[config.mk]
export PLATFORM = sky130hd
export DESIGN_NAME = tnnt_ctrl
export DESIGN_NICKNAME = d
export VERILOG_FILES = /design/src/hw/rtl/tnnt_pkg.sv /design/src/hw/rtl/tnnt_ctrl.sv
export SDC_FILE = /design/constraint.sdc
export NUM_CORES = 1
export LEC_CHECK = 0
export ABC_AREA = 1
export CORE_AREA = 3 3 40 42
export CTS_CLUSTER_DIAMETER = 40
export DETAILED_ROUTE_END_ITERATION = 7
export DIE_AREA = 0 0 43 45
export DONT_BUFFER_PORTS = 1
export GPL_TIMING_DRIVEN = 0
export PLACE_DENSITY = 0.46
export SLEW_MARGIN = 20
export SYNTH_ARGS = -nofsm -noshare
export SYNTH_HDL_FRONTEND = slang
export SYNTH_SLANG_ARGS = --single-unit
[constraint.sdc]
create_clock -name clk -period 2.05 [get_ports clk]
set_clock_uncertainty 0.05 [all_clocks]
set_input_delay 0.41 -clock clk [delete_from_list [all_inputs] [get_ports clk]]
set_output_delay 0.41 -clock clk [all_outputs]
set_load 0.05 [all_outputs]
[src/hw/rtl/tnnt_pkg.sv]
// ----------------------------------------------------------------------------
// tnnt_pkg
// Shared constants, payload types and controller/datapath signal groups for
// the two-nearest-neighbour triangle block.
// ----------------------------------------------------------------------------
package tnnt_pkg;

  localparam int MAX_POINTS = 2048;
  localparam int COORD_BITS = 16;

  localparam int ADDR_W  = $clog2(MAX_POINTS);
  localparam int CNT_W   = $clog2(MAX_POINTS + 1);
  localparam int POINT_W = 3 * COORD_BITS;
  localparam int MAG_W   = COORD_BITS;
  localparam int SQ_W    = 2 * MAG_W;
  localparam int SUM_W   = SQ_W + 2;

  // Field widths fixed by the interface
  localparam int IDX_W   = 11;
  localparam int POS_W   = 16;
  localparam int REG_W   = 34;
  localparam int CMP_W   = (SUM_W > REG_W) ? SUM_W : REG_W;

  // APB-style port: 64-bit data, registers on 8-byte boundaries
  localparam int CFG_DATA_W = 64;
  localparam int CFG_ADDR_W = 4;

  localparam logic [REG_W-1:0] MIN_DIST_RST = REG_W'(1000);
  localparam logic [REG_W-1:0] MAX_DIST_RST = REG_W'(16000);

  typedef enum logic [1:0] {
    OP_LOAD  = 2'd0,
    OP_CLEAR = 2'd1,
    OP_QUERY = 2'd2
  } op_t;

  // Register select is paddr bit 3 (8-byte spacing)
  typedef enum logic {
    REG_MIN_DIST = 1'b0,
    REG_MAX_DIST = 1'b1
  } reg_sel_t;

  typedef struct packed {
    logic [1:0]              opcode;
    logic signed [POS_W-1:0] pos_x;
    logic signed [POS_W-1:0] pos_y;
    logic signed [POS_W-1:0] pos_z;
    logic [IDX_W-1:0]        query_point;
  } in_item_t;

  typedef struct packed {
    logic [IDX_W-1:0] result_point;
    logic             found;
    logic [IDX_W-1:0] nearest_index;
    logic [IDX_W-1:0] second_index;
  } out_item_t;

  typedef struct packed {
    logic load_we;      // append input point
    logic count_clr;    // empty the store
    logic q_latch;      // capture query index, clear best pair
    logic rd_centre;    // read address is the query index
    logic centre_latch; // read data holds the query point
    logic scan_issue;   // issue one scan read
    logic res_latch;    // load the result register
  } dp_cmd_t;

  typedef struct packed {
    logic store_full;
    logic q_in_range;
    logic scan_last;
    logic pipe_empty;
  } dp_sts_t;

endpackage

[src/hw/rtl/tnnt_ctrl.sv]
// ----------------------------------------------------------------------------
// tnnt_ctrl
// Sequencer: request decode, query scan sequencing, result hand-off.
// ----------------------------------------------------------------------------
module tnnt_ctrl (
  input  logic              clk,
  input  logic              rst_n,
  input  logic              in_valid,
  output logic              in_ready,
  input  logic [1:0]        in_opcode,
  output logic              out_valid,
  input  logic              out_ready,
  output tnnt_pkg::dp_cmd_t cmd,
  input  tnnt_pkg::dp_sts_t sts
);

  typedef enum logic [4:0] {
    S_IDLE   = 5'b00001,
    S_CENTRE = 5'b00010,
    S_CWAIT  = 5'b00100,
    S_SCAN   = 5'b01000,
    S_DRAIN  = 5'b10000
  } state_t;

  state_t state_r, state_nxt;
  logic   out_valid_r, out_valid_nxt;

  always_comb begin
    state_nxt = state_r;
    cmd       = '0;
    in_ready  = 1'b0;
    unique case (state_r)
      S_IDLE: begin
        in_ready = 1'b1;
        if (in_valid) begin
          unique case (tnnt_pkg::op_t'(in_opcode))
            tnnt_pkg::OP_LOAD: begin
              cmd.load_we = !sts.store_full;
            end
            tnnt_pkg::OP_CLEAR: begin
              cmd.count_clr = 1'b1;
            end
            tnnt_pkg::OP_QUERY: begin
              cmd.q_latch = 1'b1;
              state_nxt   = S_CENTRE;
            end
            default: ;
          endcase
        end
      end
      S_CENTRE: begin
        cmd.rd_centre = 1'b1;
        state_nxt     = sts.q_in_range ? S_CWAIT : S_DRAIN;
      end
      S_CWAIT: begin
        cmd.centre_latch = 1'b1;
        state_nxt        = S_SCAN;
      end
      S_SCAN: begin
        cmd.scan_issue = 1'b1;
        if (sts.scan_last) begin
          state_nxt = S_DRAIN;
        end
      end
      S_DRAIN: begin
        if (sts.pipe_empty && (!out_valid_r || out_ready)) begin
          cmd.res_latch = 1'b1;
          state_nxt     = S_IDLE;
        end
      end
      default: state_nxt = S_IDLE;
    endcase
  end

  always_comb begin
    if (cmd.res_latch) begin
      out_valid_nxt = 1'b1;
    end else if (out_ready) begin
      out_valid_nxt = 1'b0;
    end else begin
      out_valid_nxt = out_valid_r;
    end
  end

  always_ff @(posedge clk) begin
    if (!rst_n) begin
      state_r     <= S_IDLE;
      out_valid_r <= 1'b0;
    end else begin
      state_r     <= state_nxt;
      out_valid_r <= out_valid_nxt;
    end
  end

  assign out_valid = out_valid_r;

endmodule

[Yosys cells after proc, flatten, opt, wreduce, memory -nomap -nowiden]
Cells that the tools add are included.
Storage, ports and cells
  bits in registers: 6
  output and inout port bits: 9
  word-level logic and storage cells: 39
Cells by class
  equal/unequal tests: 11
  mux-type cells: 19
  reduce and logical (&&, ||, !) cells: 7
Operators by type and width (number)
  two-way mux 5 bit: 5
  case mux 5 bit (5 select lines): 1
  two-way mux 1 bit: 11
  two-way mux 3 bit: 2
  != test 2 bit (second input constant): 3
  equality test 5 x 1 -> 1 bit (second input constant): 1
  equality test 5 x 2 -> 1 bit (second input constant): 1
  equality test 5 x 3 -> 1 bit (second input constant): 1
  equality test 5 x 4 -> 1 bit (second input constant): 1
  equality test 5 bit (second input constant): 1
  AND reduction 4 bit: 1
  equality test 2 x 1 -> 1 bit (second input constant): 1
  equality test 2 bit (second input constant): 1
  logical NOT 1 bit: 2
  logical NOT 2 bit: 1
  != test 2 x 1 -> 1 bit (second input constant): 1
  nonzero test 2 bit: 1
  logical AND 1 bit: 1
  logical OR 1 bit: 1

[Longest topological paths before layout]
Gate-level depths: netlist of run 1.
  depth after elaboration: 6
  gate-level depth with buffers: 8
  gate-level depth less buffers: 8

[Worst setup path before layout of run 1]
No wires, ideal clock.
  path type: register to output
  start: register state_r[2]
  end: output port cmd[6] in the netlist's numbering
  arrival time: 2.101 ns
  slack: -0.511 ns
  stages on the path, launching flop included: 4
  path buffers: 0
  cells stage by stage: dfxtp_1 nor2_4 nand3_2 nor4_1
RTL lines
  start, declared: line tnnt_ctrl.sv:25  | state_t state_r, state_nxt;
  start signal, assigned: line tnnt_ctrl.sv:90  | state_r <= state_nxt;
  end, declared: line tnnt_ctrl.sv:13  | output tnnt_pkg::dp_cmd_t cmd,

==> metrics, run 1 <==
run status=complete, no violations; global-route congestion overflow total=0; data arrival time of the worst path=1.50 ns; # setup viols final=0; cell family with most CP delay=simple AND/OR/NAND/NOR gates; H-tree Lvls=1; drt total wl=964 um; wire length of the first global-routing pass=1480 um; leakage power of the design=0.261 nW; First DRT Iteration DRCs=7; data required time at the worst endpoint=1.59 ns; Rel. slew slack=0.513; total of warnings raised by yosys=0; Distinct cells, synth=18; area of the mapped netlist=410 um2; VDD IR max=0.000373 V; final critical-path required period=1.96 ns; share of synthesized area occupied by flip-flops and latches=0.293; Cell Count Post-Placement=76; fraction of final layout cells sized beyond drive strength 1=0.353; vias=417; Die Span X=43 um; initial antenna violation count=0; final cycle utilization of the critical path=0.957; number of max-capacitance violations reported=0; PwrDens=905 nW/um2; cell-by-cell listing of the critical path=inv_2, nor2_4, nand3_4, nor4b_4; Critical Path Start Type=register; # IOs=19; number of buffers inserted during clock tree synthesis=3; CTS root buf=clkbuf_4; Std-Cell Core Area=1280 um2; synthesized instance count=61; pin count of the biggest net entering global routing=8; final HPWL from detailed placement=742 um; CTS tree=built; Slew Viols, Final=0; clock slew at the register clock pins of the worst setup and hold paths=0.05 ns; final design utilization=0.408; Detail Route Antenna Nets=0; count of hold buffers inserted by post-cts repair=0; Clock Sinks=6; transition at the pin with the smallest max-transition slack=0.725 ns; floorplan row count=13; Max Freq=0.510 GHz; number of buffers on the longest clock path=2; port bufs=0; count of state elements after synthesis=6; worst hold slack=0.206 ns; count of antenna diodes in the layout=0; Placer Congestion=0.742; Filler cells=147; Crit path buffers/inverters=1; via count of the first global-routing pass=375; register area=121 um2; effective utilization at floorplan=0.319; Area Overhead vs Synth=27.7%; wire length per cell after detailed routing=11.6 um; Initial DRT Pass Iterations=4; synthesized net count=71; source-to-sink clock delay at the later pin of the worst-skew pair=0.25 ns; Crit Path Max Fanout=4; total routing usage reported by global routing=0.112; delay contributed by the slowest stage of the critical path=0.64 ns; # nets final=80; multi-input gate area in the final layout=264 um2; syn avg cell area=6.73 um2; number of vias per cell=5.02; kind of critical path=register to output port; Chip Height=45 um; number of standard cells in the final layout excluding fillers=83; unrepaired setup endpoints after global routing=no; type of the tightest min-delay check=input pin to register; type of element capturing the critical path=output port; total power=0.000474 W; final-layout setup total negative slack=0 ns; die footprint=1940 um2; post-route DRC violation count=0; CP max-delay cell=nor4b_4; final count of hold timing violations=0
## Yosys cell counts
cell type | count | area share
a21oi_1 | 2 | 0.024
nand3_1 | 4 | 0.049
nor4b_2 | 1 | 0.037
nor2_1 | 5 | 0.046
dfxtp_1 | 6 | 0.29
inv_1 | 16 | 0.15
nor4_2 | 1 | 0.030
nor2_4 | 1 | 0.027
buf_4 | 1 | 0.018
nor2_2 | 5 | 0.076
nand2_1 | 8 | 0.073
o211ai_1 | 1 | 0.018
nor4_1 | 2 | 0.030
nand3_2 | 1 | 0.024
a21boi_0 | 1 | 0.018
nand2_2 | 1 | 0.015
nand4_1 | 4 | 0.061
o21ai_0 | 1 | 0.012
## registers in the layout, summed over array words and instances (netlist names)
| name | cells |
|---|---|
| state_r | 5 |
| out_valid | 1 |
## layer usage
metal	track usage	part of all wire	up-vias
li1	-	-	214
met1	0.115	0.42	178
met2	0.174	0.44	20
met3	0.0438	0.095	5
met4	0.108	0.043	0
met5	0	0	-
## kinds of logic after synthesis
group                  after synthesis  share of synthesized area
AO/OA/AOI/OAI                        5                     0.0732
buffers and inverters               17                      0.165
flip-flops                           6                      0.293
AND/OR/NAND/NOR                     33                      0.470
## worst paths after layout
check             depth (start not counted)                      end                    start  slack (ns)
setup / recovery                          4                   cmd[5]  state_r[0]$_SDFFE_PN1P_        0.09
hold / removal                            1  state_r[0]$_SDFFE_PN1P_                    rst_n        0.21
setup reg to reg                          9  state_r[0]$_SDFFE_PN1P_  state_r[0]$_SDFFE_PN1P_        0.31
hold reg to reg                           2   out_valid$_SDFFE_PN0P_  state_r[4]$_SDFFE_PN0P_        0.51
## placed cells by master, fill, tap and decap left out, types with 2 or more instances in the layout
cell,count
nor2_4,2
nor2_1,3
nand2_1,8
clkbuf_4,3
buf_4,5
inv_2,2
nand4_1,4
nor2_2,6
dfxtp_1,5
a21oi_1,2
inv_1,14
nand3_1,4
## power by group
| part | internal [W] | switching, W |
|---|---|---|
| Clock | 0.0000666 | 0.0000484 |
| Combinational | 0.0000718 | 0.000147 |
| Sequential | 0.000129 | 0.0000118 |
| Total | 0.000267 | 0.000207 |
## worst register-to-register path, stage by stage, from the launching register on
cell and delay (ns):
dfxtp_2 0.32, buf_4 0.13, nor2_2 0.21, nand2_2 0.07, nor2_2 0.46, inv_1 0.13
nand2_1 0.08, nor2_1 0.04, nand2_1 0.06, nand3_1 0.06
## final cells by class
cell class	instances	share of cell area
inverter	16	0.115
clock buffer	3	0.0430
buffer	1	0.0143
sequential	6	0.232
timing repair buffer	4	0.0573
tap	15	0.0358
multi-input combinational	38	0.504
## timing repair
item	4_1_cts	5_1_grt
buffers inserted	4	0
pin swaps	3	1
endpoints found under the setup margin	4	3
gates resized for setup	7	2
hold endpoints to repair	0	0
## metrics by stage
step	setup WS, ns	instance area (um2)
floorplan	0.00356	417
global placement	-0.109	435
detailed placement	-0.129	444
CTS	0.00469	524
global route	0.0192	524
finish	0.0887	524
Note: power is estimated with default switching activity, not from simulation.
==> inputs of run 2 (changes only) <==
CELL_PAD_IN_SITES_DETAIL_PLACEMENT = 1   (was default)
CELL_PAD_IN_SITES_GLOBAL_PLACEMENT = 2   (was default)
CORE_AREA = default   (was 3 3 40 42)
CORE_MARGIN = 3   (was default)
CORE_UTILIZATION = 30   (was default)
DIE_AREA = default   (was 0 0 43 45)
PLACE_DENSITY = 0.77   (was 0.46)
TNS_END_PERCENT = 5   (was default)
==> run 2 against run 1 <==
  * The run now ends with negative setup slack left
  * Register-to-register slack better by 0.06 ns
  * Via count decreased by 1.2%
  * Flip-flop and latch count unchanged
  * Setup slack worse by 0.11 ns
  * Sequential power hardly changed
  * Clock power fell by 6%
  * Sequential share of layout area down 0.13 points
  * Critical path depth grew 1
  * Non-clock buffer count is the same
  * Largest cell class unchanged
  * Fmax decreased by 5.1%
==> metrics, run 2 (synthesis gave the netlist of run 1 again) <==
Top reg by flops=state_r (unchanged); H-tree Lvls=1 (unchanged); effective utilization at floorplan=0.346 (was 0.319); Worst R2R Setup Slack=0.37 ns (was 0.31 ns); type of the tightest min-delay check=input pin to register (unchanged); Worst Reg2Reg Path Length in Cells=8 (was 9); # setup viols final=2 (was 0); cell family with most CP delay=simple AND/OR/NAND/NOR gates (unchanged); Detail Route Antenna Nets=0 (unchanged); Area Overhead vs Synth=31.1% (was 27.7%); terminating pin of the worst hold path=state_r[0]$_SDFFE_PN1P_ (unchanged); Critical Path Start Type=register (unchanged); CP max-delay cell=nor4_4 (was nor4b_4); global-route congestion overflow total=0 (unchanged); final cycle utilization of the critical path=1.01 (was 0.957); violated checks=negative setup slack; initial antenna violation count=0 (unchanged); PwrDens=913 nW/um2 (was 905 nW/um2); via count of the first global-routing pass=388 (was 375); pin count of the biggest net entering global routing=8 (unchanged); delay contributed by the slowest stage of the critical path=0.55 ns (was 0.64 ns); cell-by-cell listing of the critical path=inv_1, nor2_4, nand3_4, buf_12, nor4_4 (was inv_2, nor2_4, nand3_4, nor4b_4); run status=complete, but fails checks (was complete, no violations); pre-CTS setup slack=-0.156 ns (was -0.129 ns); data required time at the worst endpoint=1.59 ns (about the same); post-route DRC violation count=0 (unchanged); number of vias per cell=5.02 (about the same); number of buffers inserted during clock tree synthesis=3 (unchanged); Clock Sinks=6 (unchanged); count of antenna diodes in the layout=0 (unchanged); leading cell type in the layout, fill and taps excluded=inv_1 (unchanged); # nets final=80 (unchanged); Slew Viols, Final=0 (unchanged); Std-Cell Core Area=1190 um2 (was 1280 um2); flip-flop count of the largest register after layout=5 (unchanged); final HPWL from detailed placement=817 um (was 742 um); floorplan row count=12 (was 13); First DRT Iteration DRCs=3 (was 7); VDD IR max=0.000460 V (was 0.000373 V); Crit path buffers/inverters=2 (was 1); wire length of the first global-routing pass=1600 um (was 1480 um); multi-input gate area in the final layout=264 um2 (unchanged); total routing usage reported by global routing=0.118 (was 0.112); fraction of final layout cells sized beyond drive strength 1=0.368 (was 0.353); clock slew at the register clock pins of the worst setup and hold paths=0.05 ns (about the same); Filler cells=159 (was 147); final critical-path required period=2.07 ns (was 1.96 ns); type of element capturing the critical path=output port (unchanged); Crit Reg-Reg Endpoint=state_r[0]$_SDFFE_PN1P_ (unchanged); vias=412 (was 417); Max Freq=0.484 GHz (was 0.510 GHz); final design utilization=0.454 (was 0.408); leakage power of the design=0.267 nW (was 0.261 nW); source-to-sink clock delay at the later pin of the worst-skew pair=0.24 ns (was 0.25 ns); transition at the pin with the smallest max-transition slack=0.733 ns (was 0.725 ns); kind of critical path=register to output port (unchanged); Reg2Reg Launch Point=state_r[1]$_SDFFE_PN0P_ (was state_r[0]$_SDFFE_PN1P_); data arrival time of the worst path=1.61 ns (was 1.50 ns); count of hold buffers inserted by post-cts repair=0 (unchanged); CTS root buf=clkbuf_4 (unchanged); Placer Congestion=0.750 (was 0.742); Initial DRT Pass Iterations=4 (unchanged); port bufs=0 (unchanged); # IOs=19 (unchanged); register area=124 um2 (was 121 um2); origin of the worst min-delay path=rst_n (unchanged); number of buffers on the longest clock path=2 (unchanged); least setup slack across all paths after layout=-0.0170 ns (was 0.0887 ns); drt total wl=1060 um (was 964 um); unrepaired setup endpoints after global routing=yes (was no); leading cell types in the layout, fill and taps excluded=15 x inv_1, 8 x nand2_1, 6 x nor2_2 (was 14 x inv_1, 8 x nand2_1, 6 x nor2_2); worst hold path cell count=1 (unchanged); Die Span X=43.0 um (was 43 um); Rel. slew slack=0.507 (was 0.513); Chip Height=43.0 um (was 45 um); CTS tree=built (unchanged); number of max-capacitance violations reported=0 (unchanged); wire length per cell after detailed routing=12.9 um (was 11.6 um); final count of hold timing violations=0 (unchanged); die footprint=1850 um2 (was 1940 um2); Crit Path Max Fanout=5 (was 4)
## run 2: cell counts in the layout (fill, tap and decap cells not counted)
No cell type changed its count.
## run 2: worst max path at each step
stage | slack (ns) | startpoint | end | cells after the start
6_report | -0.02 | state_r[0]$_SDFFE_PN1P_ | cmd[6] | 5
5_1_grt | -0.1 | state_r[3]$_SDFFE_PN0P_ | cmd[5] | 3
4_1_cts | -0.12 | state_r[4]$_SDFFE_PN0P_ | cmd[5] | 3
3_5_place_dp | -0.16 | state_r[4]$_SDFFE_PN0P_ | cmd[5] | 3
3_3_place_gp | -0.11 | state_r[2]$_SDFFE_PN0P_ | cmd[5] | 3
2_1_floorplan | 0.004 | state_r[2]$_SDFFE_PN0P_ | cmd[5] | 3
## run 2: timing repair
item,4_1_cts,5_1_grt
endpoints found under the setup margin,5,3
setup buffers,0,4
gates resized for setup,4,6
pin swaps,0,3
cloned,0,0
## run 2: per-stage QoR
stage	total power (W)	setup TNS (ns)	hold slack (ns)	instances	cell area [um2]
2_1_floorplan	0.000283	0	0.444	61	417
3_3_place_gp	0.000302	-0.144	0.458	75	434
3_5_place_dp	0.000306	-0.156	0.455	75	443
4_1_cts	0.000426	-0.177	0.199	78	479
5_1_grt	0.000526	-0.192	0.188	82	538
6_report	0.000491	-0.0337	0.199	82	538
## run 2: routing by layer
metal | GRT usage | wire length, um | up-vias
met1 | 0.158 | 482 | 180
li1 | - | - | 211
met4 | 0.0723 | 21 | 0
met3 | 0.0466 | 57 | 4
met5 | 0 | 0 | -
met2 | 0.156 | 500 | 17
## run 2: where the power goes
| part | leakage (nW) | switching (W) | internal, W |
|---|---|---|---|
| registers | 0.0494 | 0.0000128 | 0.000129 |
| clock network | 0.0138 | 0.0000419 | 0.0000662 |
| logic | 0.204 | 0.000150 | 0.0000908 |
## run 2: layout make-up
class / instances / share of cell area
clock buffer: 3 / 0.0419
inverter: 16 / 0.112
tap: 14 / 0.0326
buffer: 1 / 0.0140
sequential: 6 / 0.230
timing repair buffer: 4 / 0.0791
multi-input combinational: 38 / 0.491
## run 2: worst register-to-register path, cell delays in order (launching register included)
cell and delay [ns]:
dfxtp_1 0.35, nor2_2 0.21, nand2_2 0.07, nor2_2 0.46, inv_1 0.14, nand2_1 0.10
nor2_1 0.04, nand2_1 0.08, nand3_1 0.06
==> inputs of run 3 (changes only) <==
CELL_PAD_IN_SITES_DETAIL_PLACEMENT = 0   (was 1)
CELL_PAD_IN_SITES_GLOBAL_PLACEMENT = 1   (was 2)
CORE_AREA = 3 3 40 42   (was default)
CORE_MARGIN = default   (was 3)
CORE_UTILIZATION = default   (was 30)
DIE_AREA = 0 0 43 45   (was default)
PLACE_DENSITY = 0.59   (was 0.77)
==> run 3 against run 2 <==
  * The run now ends clean
  * Register-to-register slack improved by 0.05 ns
  * Global-route usage fell by 0.75 points
  * Fmax rose by 1.9%
  * Count of clock-buffer cells in the layout did not move
  * Final area rose by 0.47%
  * Flip-flop and latch count did not move
  * Hold slack improved by 0.0038 ns
  * Die area rose by 4.7%
  * Routed wire length fell by 10%
  * Sequential share of layout area fell by 0.34 points
  * Sequential power barely moved
  * Critical path type unchanged
  * Critical endpoint is now cmd[5]
==> metrics, run 3 (synthesis gave the netlist of run 1 again) <==
Placer Congestion=0.738 (was 0.750); Worst R2R Setup Slack=0.42 ns (was 0.37 ns); Detail Route Antenna Nets=0 (unchanged); Area Overhead vs Synth=31.7% (was 31.1%); kind of critical path=register to output port (unchanged); leading cell type in the layout, fill and taps excluded=inv_1 (unchanged); data required time at the worst endpoint=1.59 ns (about the same); met1 GRT Util=0.133 (was 0.158); worst hold path cell count=1 (unchanged); cell-by-cell listing of the critical path=inv_2, nor2_4, nand3_4, nor4b_4 (was inv_1, nor2_4, nand3_4, buf_12, nor4_4); # IOs=19 (unchanged); transition at the pin with the smallest max-transition slack=0.725 ns (was 0.733 ns); count of antenna diodes in the layout=0 (unchanged); Finished Cell Area=541 um2 (was 538 um2); number of vias per cell=4.85 (was 5.02); clock slew at the register clock pins of the worst setup and hold paths=0.05 ns (about the same); Initial DRT Pass Iterations=4 (unchanged); H-tree Lvls=1 (unchanged); via count of the first global-routing pass=357 (was 388); fraction of final layout cells sized beyond drive strength 1=0.386 (was 0.368); highest-utilization routing layer at the global route stage=met2 (was met1); die footprint=1940 um2 (was 1850 um2); terminating pin of the worst hold path=state_r[0]$_SDFFE_PN1P_ (unchanged); final HPWL from detailed placement=736 um (was 817 um); run status=complete, no violations (was complete, but fails checks); GRT met2 Usage=0.150 (was 0.156); least setup slack across all paths after layout=0.0210 ns (was -0.0170 ns); total routing usage reported by global routing=0.111 (was 0.118); final critical-path required period=2.03 ns (was 2.07 ns); port bufs=0 (unchanged); Critical Path Start Type=register (unchanged); VDD IR max=0.000366 V (was 0.000460 V); area after detailed placement=444 um2 (was 443 um2); origin of the worst min-delay path=rst_n (unchanged); post-route DRC violation count=0 (unchanged); Chip Height=45 um (was 43.0 um); Crit Reg-Reg Endpoint=state_r[0]$_SDFFE_PN1P_ (unchanged); Reg2Reg Launch Point=state_r[1]$_SDFFE_PN0P_ (unchanged); effective utilization at floorplan=0.319 (was 0.346); vias=412 (unchanged); CTS tree=built (unchanged); fraction of met3 tracks used by global routing=0.0876 (was 0.0466); Crit Path Max Fanout=4 (was 5); number of max-capacitance violations reported=0 (unchanged); First DRT Iteration DRCs=6 (was 3); final count of hold timing violations=0 (unchanged); leakage power of the design=0.270 nW (was 0.267 nW); wire length of the first global-routing pass=1490 um (was 1600 um); final cycle utilization of the critical path=0.990 (was 1.01); number of buffers inserted during clock tree synthesis=3 (unchanged); # nets final=82 (was 80); wire length per cell after detailed routing=11.2 um (was 12.9 um); initial antenna violation count=0 (unchanged); type of the tightest min-delay check=input pin to register (unchanged); Die Span X=43 um (was 43.0 um); # setup viols final=0 (was 2); pin count of the biggest net entering global routing=8 (unchanged); Clock Sinks=6 (unchanged); pre-CTS setup slack=-0.164 ns (was -0.156 ns); global-route congestion overflow total=0 (unchanged); flip-flop count of the largest register after layout=5 (unchanged); Std-Cell Core Area=1280 um2 (was 1190 um2); Worst Reg2Reg Path Length in Cells=8 (unchanged); source-to-sink clock delay at the later pin of the worst-skew pair=0.24 ns (about the same); PwrDens=885 nW/um2 (was 913 nW/um2); number of buffers on the longest clock path=2 (unchanged); Top reg by flops=state_r (unchanged); delay contributed by the slowest stage of the critical path=0.70 ns (was 0.55 ns); floorplan row count=13 (was 12); Max Freq=0.493 GHz (was 0.484 GHz); type of element capturing the critical path=output port (unchanged); data arrival time of the worst path=1.57 ns (was 1.61 ns); drt total wl=952 um (was 1060 um); Slew Viols, Final=0 (unchanged); unrepaired setup endpoints after global routing=yes (unchanged); Rel. slew slack=0.515 (was 0.507); CTS root buf=clkbuf_4 (unchanged); CP max-delay cell=nor4b_4 (was nor4_4); leading cell types in the layout, fill and taps excluded=14 x inv_1, 8 x nand2_1, 7 x buf_4 (was 15 x inv_1, 8 x nand2_1, 6 x nor2_2)
==> run 3: area by class of cell <==
class | count | area, um2
tap | 15 | 18.8
fill | 136 | 744
clock buffer | 3 | 22.5
timing repair buffer | 6 | 45.0
inverter | 16 | 60.1
sequential | 6 | 123
multi-input combinational | 38 | 264
buffer | 1 | 7.51
==> run 3: stage by stage <==
step | cells | util | power, W | setup TNS (ns) | hold slack, ns
after global placement | 76 | 0.339 | 0.000303 | -0.199 | 0.449
after global routing | 85 | 0.421 | 0.000517 | -0.147 | 0.187
after CTS | 79 | 0.374 | 0.000429 | -0.201 | 0.192
after detailed placement | 76 | 0.346 | 0.000307 | -0.164 | 0.452
after floorplan | 61 | - | 0.000283 | 0 | 0.444
final | 85 | 0.421 | 0.000478 | 0 | 0.203
==> run 3: worst max-delay path, delay by kind of cell (launching register included) <==
| kind | cells | cell delay [ns] |
|---|---|---|
| buf+inv | 1 | 0.05 |
| flops | 1 | 0.35 |
| simple gates | 3 | 0.93 |
==> run 3: how the worst max path moves through the flow <==
stage	startpoint	end
6_report	state_r[0]$_SDFFE_PN1P_	cmd[5]
5_1_grt	state_r[0]$_SDFFE_PN1P_	cmd[5]
3_5_place_dp	state_r[2]$_SDFFE_PN0P_	cmd[5]
4_1_cts	state_r[2]$_SDFFE_PN0P_	cmd[5]
3_3_place_gp	state_r[2]$_SDFFE_PN0P_	cmd[5]
2_1_floorplan	state_r[2]$_SDFFE_PN0P_	cmd[5]
==> run 3: power breakdown <==
group | switching, W | total, W | leakage [nW] | internal [W]
clock | 0.0000429 | 0.000109 | 0.0138 | 0.0000662
combinational | 0.000145 | 0.000227 | 0.208 | 0.0000816
sequential | 0.0000134 | 0.000143 | 0.0489 | 0.000129
total | 0.000201 | 0.000478 | 0.270 | 0.000277
==> run 3: timing repair <==
action / CTS / global route
pin swaps: 0 / 4
buffers inserted: 0 / 6
gates resized for setup: 3 / 7
hold buffers: 0 / 0
setup endpoints to repair: 4 / 4
==> run 3: layer usage <==
| metal | share of wire | vias up |
|---|---|---|
| met5 | 0 | - |
| met4 | 0.0063 | 0 |
| met3 | 0.099 | 2 |
| met2 | 0.43 | 16 |
| met1 | 0.46 | 178 |
| li1 | - | 216 |
